**src/rtl/core/ele_pkg.sv**
```systemverilog
// Shared types and character codes for the echoing line editor core.
// No dependencies; imported by every module of the core.
`timescale 1ns / 1ps

package ele_pkg;

    localparam logic [7:0] CH_CR      = 8'h0D;
    localparam logic [7:0] CH_LF      = 8'h0A;
    localparam logic [7:0] CH_BS      = 8'h08;
    localparam logic [7:0] CH_DEL     = 8'h7F;
    localparam logic [7:0] CH_SPACE   = 8'h20;
    localparam logic [7:0] CH_NUL     = 8'h00;
    localparam logic [7:0] MAX_LEN_RESET = 8'd64;

    typedef enum logic [1:0] {
        CMD_LINE,
        CMD_ERASE,
        CMD_STORE
    } cmd_kind_t;

    // one classified byte, as queued between front and back
    typedef struct packed {
        cmd_kind_t   kind;
        logic [7:0]  data;
        logic [7:0]  index;
    } cmd_t;

    typedef struct packed {
        logic full;
        logic empty;
    } q_status_t;

    typedef logic [1:0] beat_t;

    localparam beat_t BEAT_FIRST  = 2'd0;
    localparam beat_t BEAT_SECOND = 2'd1;
    localparam beat_t BEAT_THIRD  = 2'd2;

endpackage

```
**src/rtl/core/echoing_line_editor_core.sv**
```systemverilog
// Top level of the echoing line editor: front, command queue and back.
// Depends on ele_pkg, ele_front, ele_queue and ele_back.
//
//   channel   direction  handshake            payload
//   in        input      in_valid/in_ready    rx_byte
//   out       output     out_valid/out_ready  echo_byte, store_*, line_*, last
//   cfg       input      cfg_wr_en            cfg_wr_data (max_len)
//
// The front takes one byte per cycle while the queue has room; bytes that
// cause nothing are dropped there. The back emits one result per cycle while
// the output is ready: 1 (store), 2 (line end) or 3 (erase) results per byte.
// Reset clears the fill index, sets max_len to 64 and empties the queue.
// A stalled output holds the back; the front keeps going until the queue of
// QUEUE_DEPTH commands fills.
`timescale 1ns / 1ps

module echoing_line_editor_core #(
    parameter int QUEUE_DEPTH = 4
) (
    input  logic       clk,
    input  logic       rst_n,
    input  logic       cfg_wr_en,
    input  logic [7:0] cfg_wr_data,
    input  logic       in_valid,
    output logic       in_ready,
    input  logic [7:0] rx_byte,
    output logic       out_valid,
    input  logic       out_ready,
    output logic [7:0] echo_byte,
    output logic       store_enable,
    output logic [7:0] store_index,
    output logic [7:0] store_byte,
    output logic       line_done,
    output logic [7:0] line_length,
    output logic       last
);
    import ele_pkg::*;

    logic      push;
    cmd_t      push_cmd;
    logic      pop;
    cmd_t      head_cmd;
    q_status_t q_status;

    ele_front u_front (
        .clk         (clk),
        .rst_n       (rst_n),
        .cfg_wr_en   (cfg_wr_en),
        .cfg_wr_data (cfg_wr_data),
        .in_valid    (in_valid),
        .in_ready    (in_ready),
        .rx_byte     (rx_byte),
        .q_status    (q_status),
        .push        (push),
        .push_cmd    (push_cmd)
    );

    ele_queue #(
        .DEPTH (QUEUE_DEPTH)
    ) u_queue (
        .clk      (clk),
        .rst_n    (rst_n),
        .push     (push),
        .push_cmd (push_cmd),
        .pop      (pop),
        .head_cmd (head_cmd),
        .status   (q_status)
    );

    ele_back u_back (
        .clk          (clk),
        .rst_n        (rst_n),
        .head_cmd     (head_cmd),
        .q_status     (q_status),
        .pop          (pop),
        .out_valid    (out_valid),
        .out_ready    (out_ready),
        .echo_byte    (echo_byte),
        .store_enable (store_enable),
        .store_index  (store_index),
        .store_byte   (store_byte),
        .line_done    (line_done),
        .line_length  (line_length),
        .last         (last)
    );

    // a multi-result byte continues without a gap
    a_no_gap: assert property (@(posedge clk) disable iff (!rst_n)
        out_valid && out_ready && !last |=> out_valid)
        else $error("gap inside a multi-result sequence");

    // line end is the LF result that also writes the terminator
    a_line_end: assert property (@(posedge clk) disable iff (!rst_n)
        out_valid && line_done |->
            store_enable && last && echo_byte == CH_LF && store_byte == CH_NUL
            && store_index == line_length)
        else $error("malformed line end result");

    // a character store echoes what it writes and stands alone
    a_store_echo: assert property (@(posedge clk) disable iff (!rst_n)
        out_valid && store_enable && !line_done |-> store_byte == echo_byte && last)
        else $error("store result does not match its echo");

endmodule

```
**src/rtl/core/ele_front.sv**
```systemverilog
// Front end: accepts received bytes, tracks the fill index and max_len,
// and turns each byte into a command for the queue. Depends on ele_pkg.
`timescale 1ns / 1ps

module ele_front (
    input  logic           clk,
    input  logic           rst_n,
    input  logic           cfg_wr_en,
    input  logic [7:0]     cfg_wr_data,
    input  logic           in_valid,
    output logic           in_ready,
    input  logic [7:0]     rx_byte,
    input  ele_pkg::q_status_t q_status,
    output logic           push,
    output ele_pkg::cmd_t  push_cmd
);
    import ele_pkg::*;

    logic [7:0] max_len_reg;
    logic [7:0] fill_index_reg;
    logic [7:0] fill_index_next;
    logic       accept;
    logic       is_line;
    logic       is_erase;
    logic       is_store;
    logic [8:0] fill_plus_one;

    assign in_ready      = !q_status.full;
    assign accept        = in_valid && in_ready;
    assign fill_plus_one = {1'b0, fill_index_reg} + 9'd1;

    always_comb
    begin
        is_line  = (rx_byte == CH_CR) || (rx_byte == CH_LF);
        is_erase = ((rx_byte == CH_BS) || (rx_byte == CH_DEL)) && (fill_index_reg != 8'd0);
        // DEL on an empty line falls through to the printable range
        is_store = !is_line && !is_erase && (rx_byte inside {[CH_SPACE:CH_DEL]})
                   && (fill_plus_one < {1'b0, max_len_reg});
    end

    always_comb
    begin
        push_cmd.data  = rx_byte;
        push_cmd.index = fill_index_reg;
        push_cmd.kind  = CMD_STORE;
        fill_index_next = fill_index_reg;
        if (is_line)
        begin
            push_cmd.kind   = CMD_LINE;
            fill_index_next = 8'd0;
        end
        else if (is_erase)
        begin
            push_cmd.kind   = CMD_ERASE;
            fill_index_next = fill_index_reg - 8'd1;
        end
        else if (is_store)
        begin
            fill_index_next = fill_index_reg + 8'd1;
        end
    end

    // drop bytes that cause no result
    assign push = accept && (is_line || is_erase || is_store);

    always_ff @(posedge clk or negedge rst_n)
    begin
        if (!rst_n)
        begin
            max_len_reg    <= MAX_LEN_RESET;
            fill_index_reg <= 8'd0;
        end
        else
        begin
            if (cfg_wr_en)
            begin
                max_len_reg <= cfg_wr_data;
            end
            if (accept)
            begin
                fill_index_reg <= fill_index_next;
            end
        end
    end

endmodule

```
**src/rtl/core/ele_queue.sv**
```systemverilog
// Short command queue between front and back, show-ahead read.
// Depends on ele_pkg for the command type.
`timescale 1ns / 1ps

module ele_queue #(
    parameter int DEPTH = 4
) (
    input  logic               clk,
    input  logic               rst_n,
    input  logic               push,
    input  ele_pkg::cmd_t      push_cmd,
    input  logic               pop,
    output ele_pkg::cmd_t      head_cmd,
    output ele_pkg::q_status_t status
);
    import ele_pkg::*;

    localparam int PTR_W = $clog2(DEPTH);
    localparam int CNT_W = $clog2(DEPTH + 1);
    localparam logic [PTR_W-1:0] PTR_LAST = PTR_W'(DEPTH - 1);
    localparam logic [CNT_W-1:0] CNT_FULL = CNT_W'(DEPTH);
    localparam logic [PTR_W-1:0] PTR_ONE  = PTR_W'(1);
    localparam logic [CNT_W-1:0] CNT_ONE  = CNT_W'(1);

    cmd_t             entries_reg [DEPTH];
    logic [PTR_W-1:0] wr_ptr_reg;
    logic [PTR_W-1:0] rd_ptr_reg;
    logic [CNT_W-1:0] count_reg;
    logic             do_push;
    logic             do_pop;

    assign status.full  = (count_reg == CNT_FULL);
    assign status.empty = (count_reg == '0);
    assign do_push      = push && !status.full;
    assign do_pop       = pop && !status.empty;
    assign head_cmd     = entries_reg[rd_ptr_reg];

    always_ff @(posedge clk)
    begin
        if (do_push)
        begin
            entries_reg[wr_ptr_reg] <= push_cmd;
        end
    end

    always_ff @(posedge clk or negedge rst_n)
    begin
        if (!rst_n)
        begin
            wr_ptr_reg <= '0;
            rd_ptr_reg <= '0;
            count_reg  <= '0;
        end
        else
        begin
            if (do_push)
            begin
                wr_ptr_reg <= (wr_ptr_reg == PTR_LAST) ? '0 : wr_ptr_reg + PTR_ONE;
            end
            if (do_pop)
            begin
                rd_ptr_reg <= (rd_ptr_reg == PTR_LAST) ? '0 : rd_ptr_reg + PTR_ONE;
            end
            if (do_push && !do_pop)
            begin
                count_reg <= count_reg + CNT_ONE;
            end
            else if (do_pop && !do_push)
            begin
                count_reg <= count_reg - CNT_ONE;
            end
        end
    end

endmodule

```
**src/rtl/core/ele_back.sv**
```systemverilog
// Back end: expands the queued command into one to three echo results
// held in an output register. Depends on ele_pkg.
`timescale 1ns / 1ps

module ele_back (
    input  logic               clk,
    input  logic               rst_n,
    input  ele_pkg::cmd_t      head_cmd,
    input  ele_pkg::q_status_t q_status,
    output logic               pop,
    output logic               out_valid,
    input  logic               out_ready,
    output logic [7:0]         echo_byte,
    output logic               store_enable,
    output logic [7:0]         store_index,
    output logic [7:0]         store_byte,
    output logic               line_done,
    output logic [7:0]         line_length,
    output logic               last
);
    import ele_pkg::*;

    beat_t      beat_reg;
    logic       out_valid_reg;
    logic [7:0] echo_reg;
    logic       st_en_reg;
    logic [7:0] st_idx_reg;
    logic [7:0] st_byte_reg;
    logic       done_reg;
    logic [7:0] len_reg;
    logic       last_reg;

    logic       load;
    logic [7:0] echo_next;
    logic       st_en_next;
    logic [7:0] st_idx_next;
    logic [7:0] st_byte_next;
    logic       done_next;
    logic [7:0] len_next;
    logic       last_next;

    // refill the output register when empty or being transferred
    assign load = !q_status.empty && (!out_valid_reg || out_ready);
    assign pop  = load && last_next;

    always_comb
    begin
        echo_next    = CH_NUL;
        st_en_next   = 1'b0;
        st_idx_next  = 8'd0;
        st_byte_next = CH_NUL;
        done_next    = 1'b0;
        len_next     = 8'd0;
        last_next    = 1'b0;
        case (head_cmd.kind)
            CMD_LINE:
            begin
                if (beat_reg == BEAT_FIRST)
                begin
                    echo_next = CH_CR;
                end
                else
                begin
                    // terminator goes at the fill index
                    echo_next   = CH_LF;
                    st_en_next  = 1'b1;
                    st_idx_next = head_cmd.index;
                    done_next   = 1'b1;
                    len_next    = head_cmd.index;
                    last_next   = 1'b1;
                end
            end
            CMD_ERASE:
            begin
                echo_next = (beat_reg == BEAT_SECOND) ? CH_SPACE : CH_BS;
                last_next = (beat_reg == BEAT_THIRD);
            end
            CMD_STORE:
            begin
                echo_next    = head_cmd.data;
                st_en_next   = 1'b1;
                st_idx_next  = head_cmd.index;
                st_byte_next = head_cmd.data;
                last_next    = 1'b1;
            end
            default:
            begin
                last_next = 1'b1;
            end
        endcase
    end

    always_ff @(posedge clk or negedge rst_n)
    begin
        if (!rst_n)
        begin
            beat_reg      <= BEAT_FIRST;
            out_valid_reg <= 1'b0;
        end
        else
        begin
            if (load)
            begin
                out_valid_reg <= 1'b1;
                beat_reg      <= last_next ? BEAT_FIRST : beat_reg + 2'd1;
            end
            else if (out_ready)
            begin
                out_valid_reg <= 1'b0;
            end
        end
    end

    always_ff @(posedge clk)
    begin
        if (load)
        begin
            echo_reg    <= echo_next;
            st_en_reg   <= st_en_next;
            st_idx_reg  <= st_idx_next;
            st_byte_reg <= st_byte_next;
            done_reg    <= done_next;
            len_reg     <= len_next;
            last_reg    <= last_next;
        end
    end

    assign out_valid    = out_valid_reg;
    assign echo_byte    = echo_reg;
    assign store_enable = st_en_reg;
    assign store_index  = st_idx_reg;
    assign store_byte   = st_byte_reg;
    assign line_done    = done_reg;
    assign line_length  = len_reg;
    assign last         = last_reg;

endmodule

```
**config.mk**
```make
export PLATFORM = sky130hd
export DESIGN_NAME = echoing_line_editor_core
export DESIGN_NICKNAME = d
export VERILOG_FILES = /design/src/rtl/core/ele_pkg.sv /design/src/rtl/core/echoing_line_editor_core.sv /design/src/rtl/core/ele_front.sv /design/src/rtl/core/ele_queue.sv /design/src/rtl/core/ele_back.sv
export SDC_FILE = /design/constraint.sdc
export NUM_CORES = 1
export LEC_CHECK = 0
export BUFFER_PORTS_ARGS = -buffer_cell sky130_fd_sc_hd__buf_2
export CAP_MARGIN = 20
export CORE_UTILIZATION = 51
export CTS_BUF_LIST = sky130_fd_sc_hd__clkbuf_4 sky130_fd_sc_hd__clkbuf_8
export CTS_CLUSTER_DIAMETER = 80
export DETAILED_ROUTE_END_ITERATION = 6
export HOLD_SLACK_MARGIN = 0.12
export PLACE_DENSITY = 0.7
export RECOVER_POWER = 50
export SLEW_MARGIN = 15
export SYNTH_ARGS = -nofsm -noshare
export SYNTH_HDL_FRONTEND = slang
export SYNTH_SLANG_ARGS = --single-unit
```
**constraint.sdc**
```tcl
create_clock -name clk -period 8.3 [get_ports clk]
set_clock_uncertainty 0.2 [all_clocks]
set_input_delay 2.49 -clock clk [delete_from_list [all_inputs] [get_ports clk]]
set_output_delay 2.49 -clock clk [all_outputs]
set_load 0.01 [all_outputs]
```
# ---- Word-level counts from Yosys, hierarchy flattened
# Memory sizes are Yosys's and may differ from the RTL's.
# Cells that the tools add are included.
dict set report word_totals {
  inputBits 21
  register_bits 61
  memories 1
  mem_bits_rw 72
  out_inout_bits 37
  wordCells 92
}
# name words word_bits rd rd_ports_with_merged_regs write_ports line_no
set mem_list {}
lappend mem_list {u_queue.entries_reg 4 18 1 0 1 ele_queue.sv:25} ;# cmd_t entries_reg [DEPTH];
dict set report classes {
  n_mux 22
  addsub 8
  n_eq_ne 11
  n_reduce_logical 33
  order_cmp 3
}
# cell n
set op_table {}
lappend op_table {{$mux W8} 4}
lappend op_table {{$eq A8 B4 Y1 const B} 3}
lappend op_table {{$pmux W8 S3} 1}
lappend op_table {{$pmux W8 S2} 1}
lappend op_table {{$logic_and A1 B1 Y1} 13}
lappend op_table {{$mux W2} 5}
lappend op_table {{$add A8 B1 Y9 const B} 1}
lappend op_table {{$lt A9 B8 Y1} 1}
lappend op_table {{$mux W3} 3}
lappend op_table {{$add A8 B1 Y8 const B} 1}
lappend op_table {{$eq A2 B2 Y1 const B} 4}
lappend op_table {{$eq A8 B7 Y1 const B} 1}
lappend op_table {{$ge A8 B6 Y1 const B} 1}
lappend op_table {{$le A8 B7 Y1 const B} 1}
lappend op_table {{$reduce_bool A8 Y1} 1}
lappend op_table {{$sub A8 B1 Y8 const B} 1}
lappend op_table {{$logic_not A1 Y1} 7}
lappend op_table {{$add A2 B1 Y2 const B} 3}
lappend op_table {{$mux W6} 1}
lappend op_table {{$logic_or A1 B1 Y1} 5}
lappend op_table {{$mux W1} 5}
lappend op_table {{$eq A2 B1 Y1 const B} 2}
lappend op_table {{$logic_not A2 Y1} 2}
lappend op_table {{$pmux W1 S2} 2}
lappend op_table {{7 further kinds} 8}

# ---- Logic depth before layout (Yosys ltp)
# Gate-level depths: netlist of the first run.
dict set report logic_depth {
  depth_word 14
  ltp_mapped 17
  depth_no_buf 16
}

# ---- Cells and area by module
# From an unflattened synthesis of the first run, not the netlist that was laid out.
dict set report hier_totals {
  hier_cells 389
  hier_area_um2 5964.5
}
# module seq_area_each_um2 cells_each instances area_per_inst_um2
set by_module_without_submodules {}
lappend by_module_without_submodules {ele_queue 2337.2 131 1 3034.2}
lappend by_module_without_submodules {ele_back 1126.1 101 1 1559.0}
lappend by_module_without_submodules {ele_front 401.6 157 1 1371.3}

# ---- Worst setup path after synthesis of the first run
# Ideal clock, no wire load.
dict set report synth_path {
  path_type {input to register}
  from {input out_ready}
  to {register u_queue.count_reg[1]}
  required_time_ns 7.975
  t_arrival_ns 5.882
  stages 7
  path_buffers 0
  setup_slack_ns 2.093
  setup_ns 0.125
  path_cell_list {inv_1 -> a21oi_1 -> nand2_1 -> ha_1 -> inv_1 -> fa_1 -> mux2_2}
}
dict set report synth_via {
  elab_chain_cells 7
  word_cells_on_any_way 9
  cone_classes {1 x mux; 8 x reduce/logical}
}
# element line_no
set synth_rtl {}
lappend synth_rtl {{start: declaration} echoing_line_editor_core.sv:28} ;# input logic out_ready,
lappend synth_rtl {{$logic_or A1 B1 Y1 (*)} ele_back.sv:43} ;# assign load = !q_status.empty && (!out_valid_reg || out_ready);
lappend synth_rtl {{$logic_and A1 B1 Y1 (*)} ele_back.sv:43}
lappend synth_rtl {{named net u_back.load} ele_back.sv:33} ;# logic load;
lappend synth_rtl {{$logic_and A1 B1 Y1 (*)} ele_back.sv:44} ;# assign pop = load && last_next;
lappend synth_rtl {{$logic_and A1 B1 Y1 (*)} ele_queue.sv:35} ;# assign do_pop = pop && !status.empty;
lappend synth_rtl {{$logic_not A1 Y1} ele_queue.sv:64} ;# if (do_push && !do_pop)
lappend synth_rtl {{$logic_and A1 B1 Y1} ele_queue.sv:64}
lappend synth_rtl {{$mux W3 or $reduce_bool A2 Y1 (tied branches)} n/a}
lappend synth_rtl {{end signal: assignment} ele_queue.sv:66} ;# count_reg <= count_reg + CNT_ONE;
lappend synth_rtl {{end signal: assignment} ele_queue.sv:70} ;# count_reg <= count_reg - CNT_ONE;
lappend synth_rtl {{end: declaration} ele_queue.sv:28} ;# logic [CNT_W-1:0] count_reg;
# The timed path passes the listed nets; every way through them passes the cells marked *.
# A chain may end at the register's enable or synchronous reset.

# ---- Worst setup path after layout of the first run
# Ends and elaborated chain as after synthesis.

==> results of run 1 <==
-- per-stage QoR --
step	cells	setup slack [ps]	hold slack [ps]	utilization
6_report	597	2530	301	0.605
5_1_grt	597	2250	308	0.605
4_1_cts	597	3200	295	0.607
3_5_place_dp	565	2750	286	0.571
3_3_place_gp	565	2800	281	0.571
2_1_floorplan	372	2090	264	-
-- layout by cell type (no fill, tap or decap), types with 5 or more instances in the layout --
master      synthesis  routed
dfrtp_1            25      25
nor2b_1            16      16
nor3_1              4       5
nand2_1            22      22
nor2_1             15      15
o21ai_0            11      12
buf_2               3      47
nand3_1             7       7
clkbuf_1            1      12
edfxtp_1          107     107
inv_1              23      23
clkbuf_8            0      17
clkinvlp_4          0       6
and2_0              0       9
xor2_1              7       7
a21oi_1             8       7
mux4_2             18      18
mux2_2              7       7
xnor2_1             6       6
ha_1               24      24
-- cell usage after synthesis (all sizes together), types with 2 or more instances --
cell type	instances
nand3	7
mux4	18
xnor2	6
nand2	22
inv	23
edfxtp	107
and3	3
a211oi	3
a21oi	9
o21a	3
nand2b	4
xor2	7
fa	2
and2	13
a21o	2
or2	2
o21ai	13
mux2	11
nor2	16
nor4	3
nor2b	16
ha	24
nor3	5
buf	6
or3	2
nand4	2
dfrtp	25
-- routing by layer --
metal / vias up / track usage
met3: 8 / 0.0580
met4: 0 / 0.0608
met2: 76 / 0.325
met1: 1563 / 0.227
met5: - / 0
li1: 1531 / -
-- how the worst min path moves through the flow --
stage	from	end	slack, ps	cells after the start
detailed placement	u_queue.count_reg[2]	u_queue.count_reg[2]	290	1
global placement	u_queue.count_reg[2]	u_queue.count_reg[2]	280	1
global route	u_queue.count_reg[2]	u_queue.count_reg[2]	310	1
CTS	u_queue.count_reg[2]	u_queue.count_reg[2]	300	1
finish	u_queue.count_reg[2]	u_queue.count_reg[2]	300	1
floorplan	u_queue.count_reg[2]	u_queue.count_reg[2]	260	1
-- critical path, stage by stage --
cell	delay [ps]
buf_2	80
inv_1	60
a21oi_4	130
clkbuf_1	1480
nand2_1	460
ha_1	410
inv_1	80
fa_1	400
mux2_2	260
-- logic make-up after synthesis --
kind of cell	after synthesis	synth area share
adders and majority gates	26	0.0585
AOI/OAI and AO/OA	40	0.0464
xor gates and xnor gates	13	0.0196
and+or+nand+nor	99	0.0931
DFF	133	0.664
buffers and inverters	31	0.0234
muxes	30	0.0952
-- layout make-up --
cell class | instances | area, um^2
Clock buffer | 17 | 234
Clock inverter | 15 | 164
Fill cell | 823 | 4340
Inverter | 24 | 91.3
Multi-Input combinational cell | 208 | 1820
Sequential cell | 133 | 3860
Tap cell | 140 | 175
Timing Repair Buffer | 60 | 288
-- where the power goes --
| group | internal [mW] | switching (mW) |
|---|---|---|
| clock network | 0.292 | 0.244 |
| logic | 0.301 | 0.361 |
| registers | 0.912 | 0.0910 |
==> flow_summary.toml, run 1 <==
[critical_path]
worstRegToRegCells = 8
rrSetupSlack_ps = 3870
critPathMaxFanout = 40
startpoint = "out_ready"
critical_path_class = "primary input to flip-flop"
reg2reg_from = "u_queue.rd_ptr_reg[0]"
critPathRequiredTime_ps = 8410
worstSetupStartpointType = "primary input"
crit_path_end_kind = "flip-flop"
crit_arrival_ps = 5880
cp-endpoint = "u_queue.count_reg[1]"
r2r-end = "u_queue.count_reg[1]"

[global_routing]
grt_pass1_wl_mm = 16.1
grt_overflow = 0
grt_start_max_net_pins = 41
grt_util_all_layers = 0.189
grt_pass1_vias = 3267
antenna_found_initial = 0

[power_and_ir_drop]
power.density_mw_per_mm2 = 332
leakage_nw = 2.56
irDropWorstVdd_uv = 176
finalPower_mw = 2.20

[floorplan]
die_x_um = 109
std_cell_rows = 38
initial_utilization = 0.530
die_h_um = 109
dieArea_mm2 = 0.0118
core_area_mm2 = 0.0110
io_pins = 58

[drt]
route.met2.wl_mm = 5.04
drc = 0
top_layer_used = "met4"
routed_via_density = 5.32
met1Wirelength_mm = 4.29
routedWlPerCell_um = 16.5
vias = 3178
routed_wl_mm = 9.83
antenna_left = 0
wl_met3_um = 419
dr.first_iter.drc_count = 150
dr.pass1.iters = 4

[sta]
worst_pin_slew_ps = 2060
tns_ps = 0
fin_crit_ps = 5770
min_period_over_period = 0.695
rsz0062_at_grt = "false"
slew_violations = 90
setup_violations = 0
clock.fmax_ghz = 0.173
hold_violations = 0
slew_headroom = -0.376

[hold_path]
hp-class = "flip-flop to flip-flop"

[placed_design]
gp_congestion = 0.810
place_area_mm2 = 0.00627
hpwl_mm = 6.79
io_buffer_count = 57

[synthesis]
synth_top_area_cell = "edfxtp_1"
synth_cells = 372
syn_nets = 419
synth_seq_cells = 133
synthTopCellsByArea = "edfxtp_1 55%, dfrtp_1 11%, mux4_2 7.0%, ha_1 5.2%, nor2b_1 1.7%"
yosys.area.top_type_share = 0.552
syn-mean-instance-area_um2 = 15.7
syn_area_mm2 = 0.00582
synth_cell_types = 54
synthArstFlopShare = 0.195
ys.flop_type = "edfxtp_1"
ys_seq_area_frac = 0.664
yosys_warnings = 0
synth_edf_count = 107

[layout]
largest_reg_flops = 72
diodes = 0
fin_nets = 491
fin_area_mm2 = 0.00664
area_growth_pct = 14.1
drive_gt1_frac = 0.254

[status]
status = "complete, but fails checks"
violations = "max-capacitance violations, max-slew violations"

[clocking]
cts_sinks = 133
cts_setup_buffers = 0
htreeDepth = 4
ctsHoldBuffers = 0
cts_tree = "built"
root_buffer = "clkbuf_8"
cts_buffers = 17
cts_resized = 0
clk_pin_slew_ps = 70
insertion_delay_ps = 430
cts_buffer_depth = 2

[run]
maxCapViolCount = 3
Power figures use the tool's default switching activity.
==> inputs of run 2 (changes only) <==
==> constraint.sdc (replaced) <==
create_clock -name clk -period 5.9 [get_ports clk]
set_clock_uncertainty 0.2 [all_clocks]
set_input_delay 1.77 -clock clk [delete_from_list [all_inputs] [get_ports clk]]
set_output_delay 1.77 -clock clk [all_outputs]
set_load 0.01 [all_outputs]
==> run 2 against run 1 <==
  * Hold slack better by 3.7 ps
  * Cell count is 0.50% higher
  * Combinational power is 39% higher
  * Count of clock-buffer cells in the layout stayed put
  * Cell area is 1.1% higher
  * The run still ends with max-capacitance violations, max-slew violations left
  * Highest routed layer unchanged
  * Sequential power is 42% higher
  * Largest cell class unchanged
  * First-iteration DRC count is 6.7% lower
  * Via count is 0.13% higher
  * Clock power is 53% higher
  * Critical path depth is 1 lower
  * Sequential cell count stayed put
==> flow_summary.toml, run 2 (synthesis results as in run 1) <==
[power_and_ir_drop]
power_switching_mw = 0.984
clockPowerShare = 0.260
power.density_mw_per_mm2 = 470
combPwrFrac = 0.291
p_int_mw = 2.17
finalPower_mw = 3.15
irDropWorstVdd_uv = 222
leakage_nw = 2.62
p_seq_frac = 0.449
switching_share = 0.312

[floorplan]
core_area_mm2 = 0.0110
io_pins = 58
die_h_um = 109
initial_utilization = 0.530
dieArea_mm2 = 0.0118
std_cell_rows = 38
die_x_um = 109

[critical_path]
crit_path_max_incr_delay_ps = 930
cp_slowest_cell = "clkbuf_1"
worstPathCellList = "clkbuf_1 > mux4_2 > o21ai_0 > nand2_1 > ha_1 > inv_1 > fa_1 > mux2_2"
crit_path_end_kind = "flip-flop"
crit_arrival_ps = 4490
critPathMaxFanout = 14
critical_path_class = "flip-flop to flip-flop"
critPathRequiredTime_ps = 6020
worstSetupStartpointType = "flip-flop"

[layout]
fin_nets = 495
drive_gt1_frac = 0.272
layout_common_cells = "107 x edfxtp_1, 47 x buf_2, 25 x dfrtp_1, 24 x ha_1, 23 x inv_1"
diodes = 0
largest_reg_flops = 72
final_common_cell = "edfxtp_1"
finalNonFillerCells = 600
area_growth_pct = 15.3

[drt]
dr.pass1.iters = 4
routedWlPerCell_um = 16.2
antenna_left = 0
routed_via_density = 5.30
drc = 0
vias = 3182
routed_wl_mm = 9.72
dr.first_iter.drc_count = 140

[placed_design]
hpwl_mm = 6.52
dp.cells = 569
gp_congestion = 0.807
io_buffer_count = 57
dp_slack_ps = 1130

[sta]
slew_headroom = -0.0563
setup_violations = 0
tns_ps = 0
rsz0062_at_grt = "false"
worst_pin_slew_ps = 1580
slew_violations = 27
clock.fmax_ghz = 0.229
fin_crit_ps = 4370
hold_violations = 0
min_period_over_period = 0.741
setup_ws_ps = 1530
holdWs_ps = 304

[clocking]
cts_setup_buffers = 0
cts_buffer_depth = 2
insertion_delay_ps = 430
cts_tree = "built"
cts_resized = 0
htreeDepth = 4
ctsHoldBuffers = 0
root_buffer = "clkbuf_8"
cts_buffers = 17
cts_sinks = 133
clk_pin_slew_ps = 80

[status]
violations = "max-capacitance violations, max-slew violations"
status = "complete, but fails checks"

[global_routing]
grt_pass1_vias = 3212
antenna_found_initial = 0
grt_util_all_layers = 0.186
grt_overflow = 0
grt_pass1_wl_mm = 15.9
grt_start_max_net_pins = 41

[run]
maxCapViolCount = 1

[hold_path]
hp-class = "flip-flop to flip-flop"
## run 2: cell count changes in the layout (fill, tap and decap cells not counted)
cell / previous run / this run
nor3_1: 5 / 4
clkinv_4: 1 / 2
clkinvlp_4: 6 / 3
clkbuf_1: 12 / 11
and2_0: 9 / 0
inv_6: 0 / 4
nor3_2: 0 / 1
clkinv_1: 4 / 0
buf_4: 1 / 6
bufinv_16: 3 / 4
and2_1: 4 / 13
## run 2: final timing paths
kind                                            start                        end  slack [ps]  cells past startpoint
max in group asynchronous                       rst_n  u_front.fill_index_reg[6]        3050                      1
worst min-delay path             u_queue.count_reg[2]       u_queue.count_reg[2]         300                      1
worst max register to register  u_queue.rd_ptr_reg[0]       u_queue.count_reg[1]        1530                      8
worst max-delay path            u_queue.rd_ptr_reg[0]       u_queue.count_reg[1]        1530                      8
min in group asynchronous                       rst_n     u_front.max_len_reg[2]        1520                      1
worst min register to register   u_queue.count_reg[2]       u_queue.count_reg[2]         300                      1
## run 2: layout make-up
class                      instances  area, um^2
timing repair buffer              64         322
fill                             843        4270
multi-input combinational        208        1830
sequential                       133        3860
clock inverter                    14         200
tap                              140         175
inverter                          24        91.3
clock buffer                      17         234
## run 2: layer usage
metal / GRT usage / up-vias / routed length, um
met2: 0.307 / 85 / 4800
met5: 0 / - / 0
met3: 0.0574 / 9 / 456
li1: - / 1546 / -
met1: 0.236 / 1542 / 4370
met4: 0.0618 / 0 / 94
## run 2: power by group through the flow
stage          Clock, mW  Sequential [mW]  Combinational (mW)
2_1_floorplan          0             1.47               0.617
3_3_place_gp           0             1.43               0.923
3_5_place_dp           0             1.44               0.937
4_1_cts            0.840             1.42               0.942
5_1_grt            0.882             1.45                1.03
6_report           0.820             1.42               0.918
## run 2: worst max-delay path, delay by kind of cell, from the launching register on
kind,cells,cell delay [ps]
buf+inv,2,1000
simple gates,1,260
flops,1,570
fa+ha+maj,2,680
compound gates,1,540
mux,2,980
## run 2: through the flow
step / cell area [um^2] / util
4_1_cts: 6740 / 0.613
2_1_floorplan: 5820 / -
5_1_grt: 6720 / 0.611
3_5_place_dp: 6300 / 0.574
6_report: 6720 / 0.611
3_3_place_gp: 6300 / 0.574
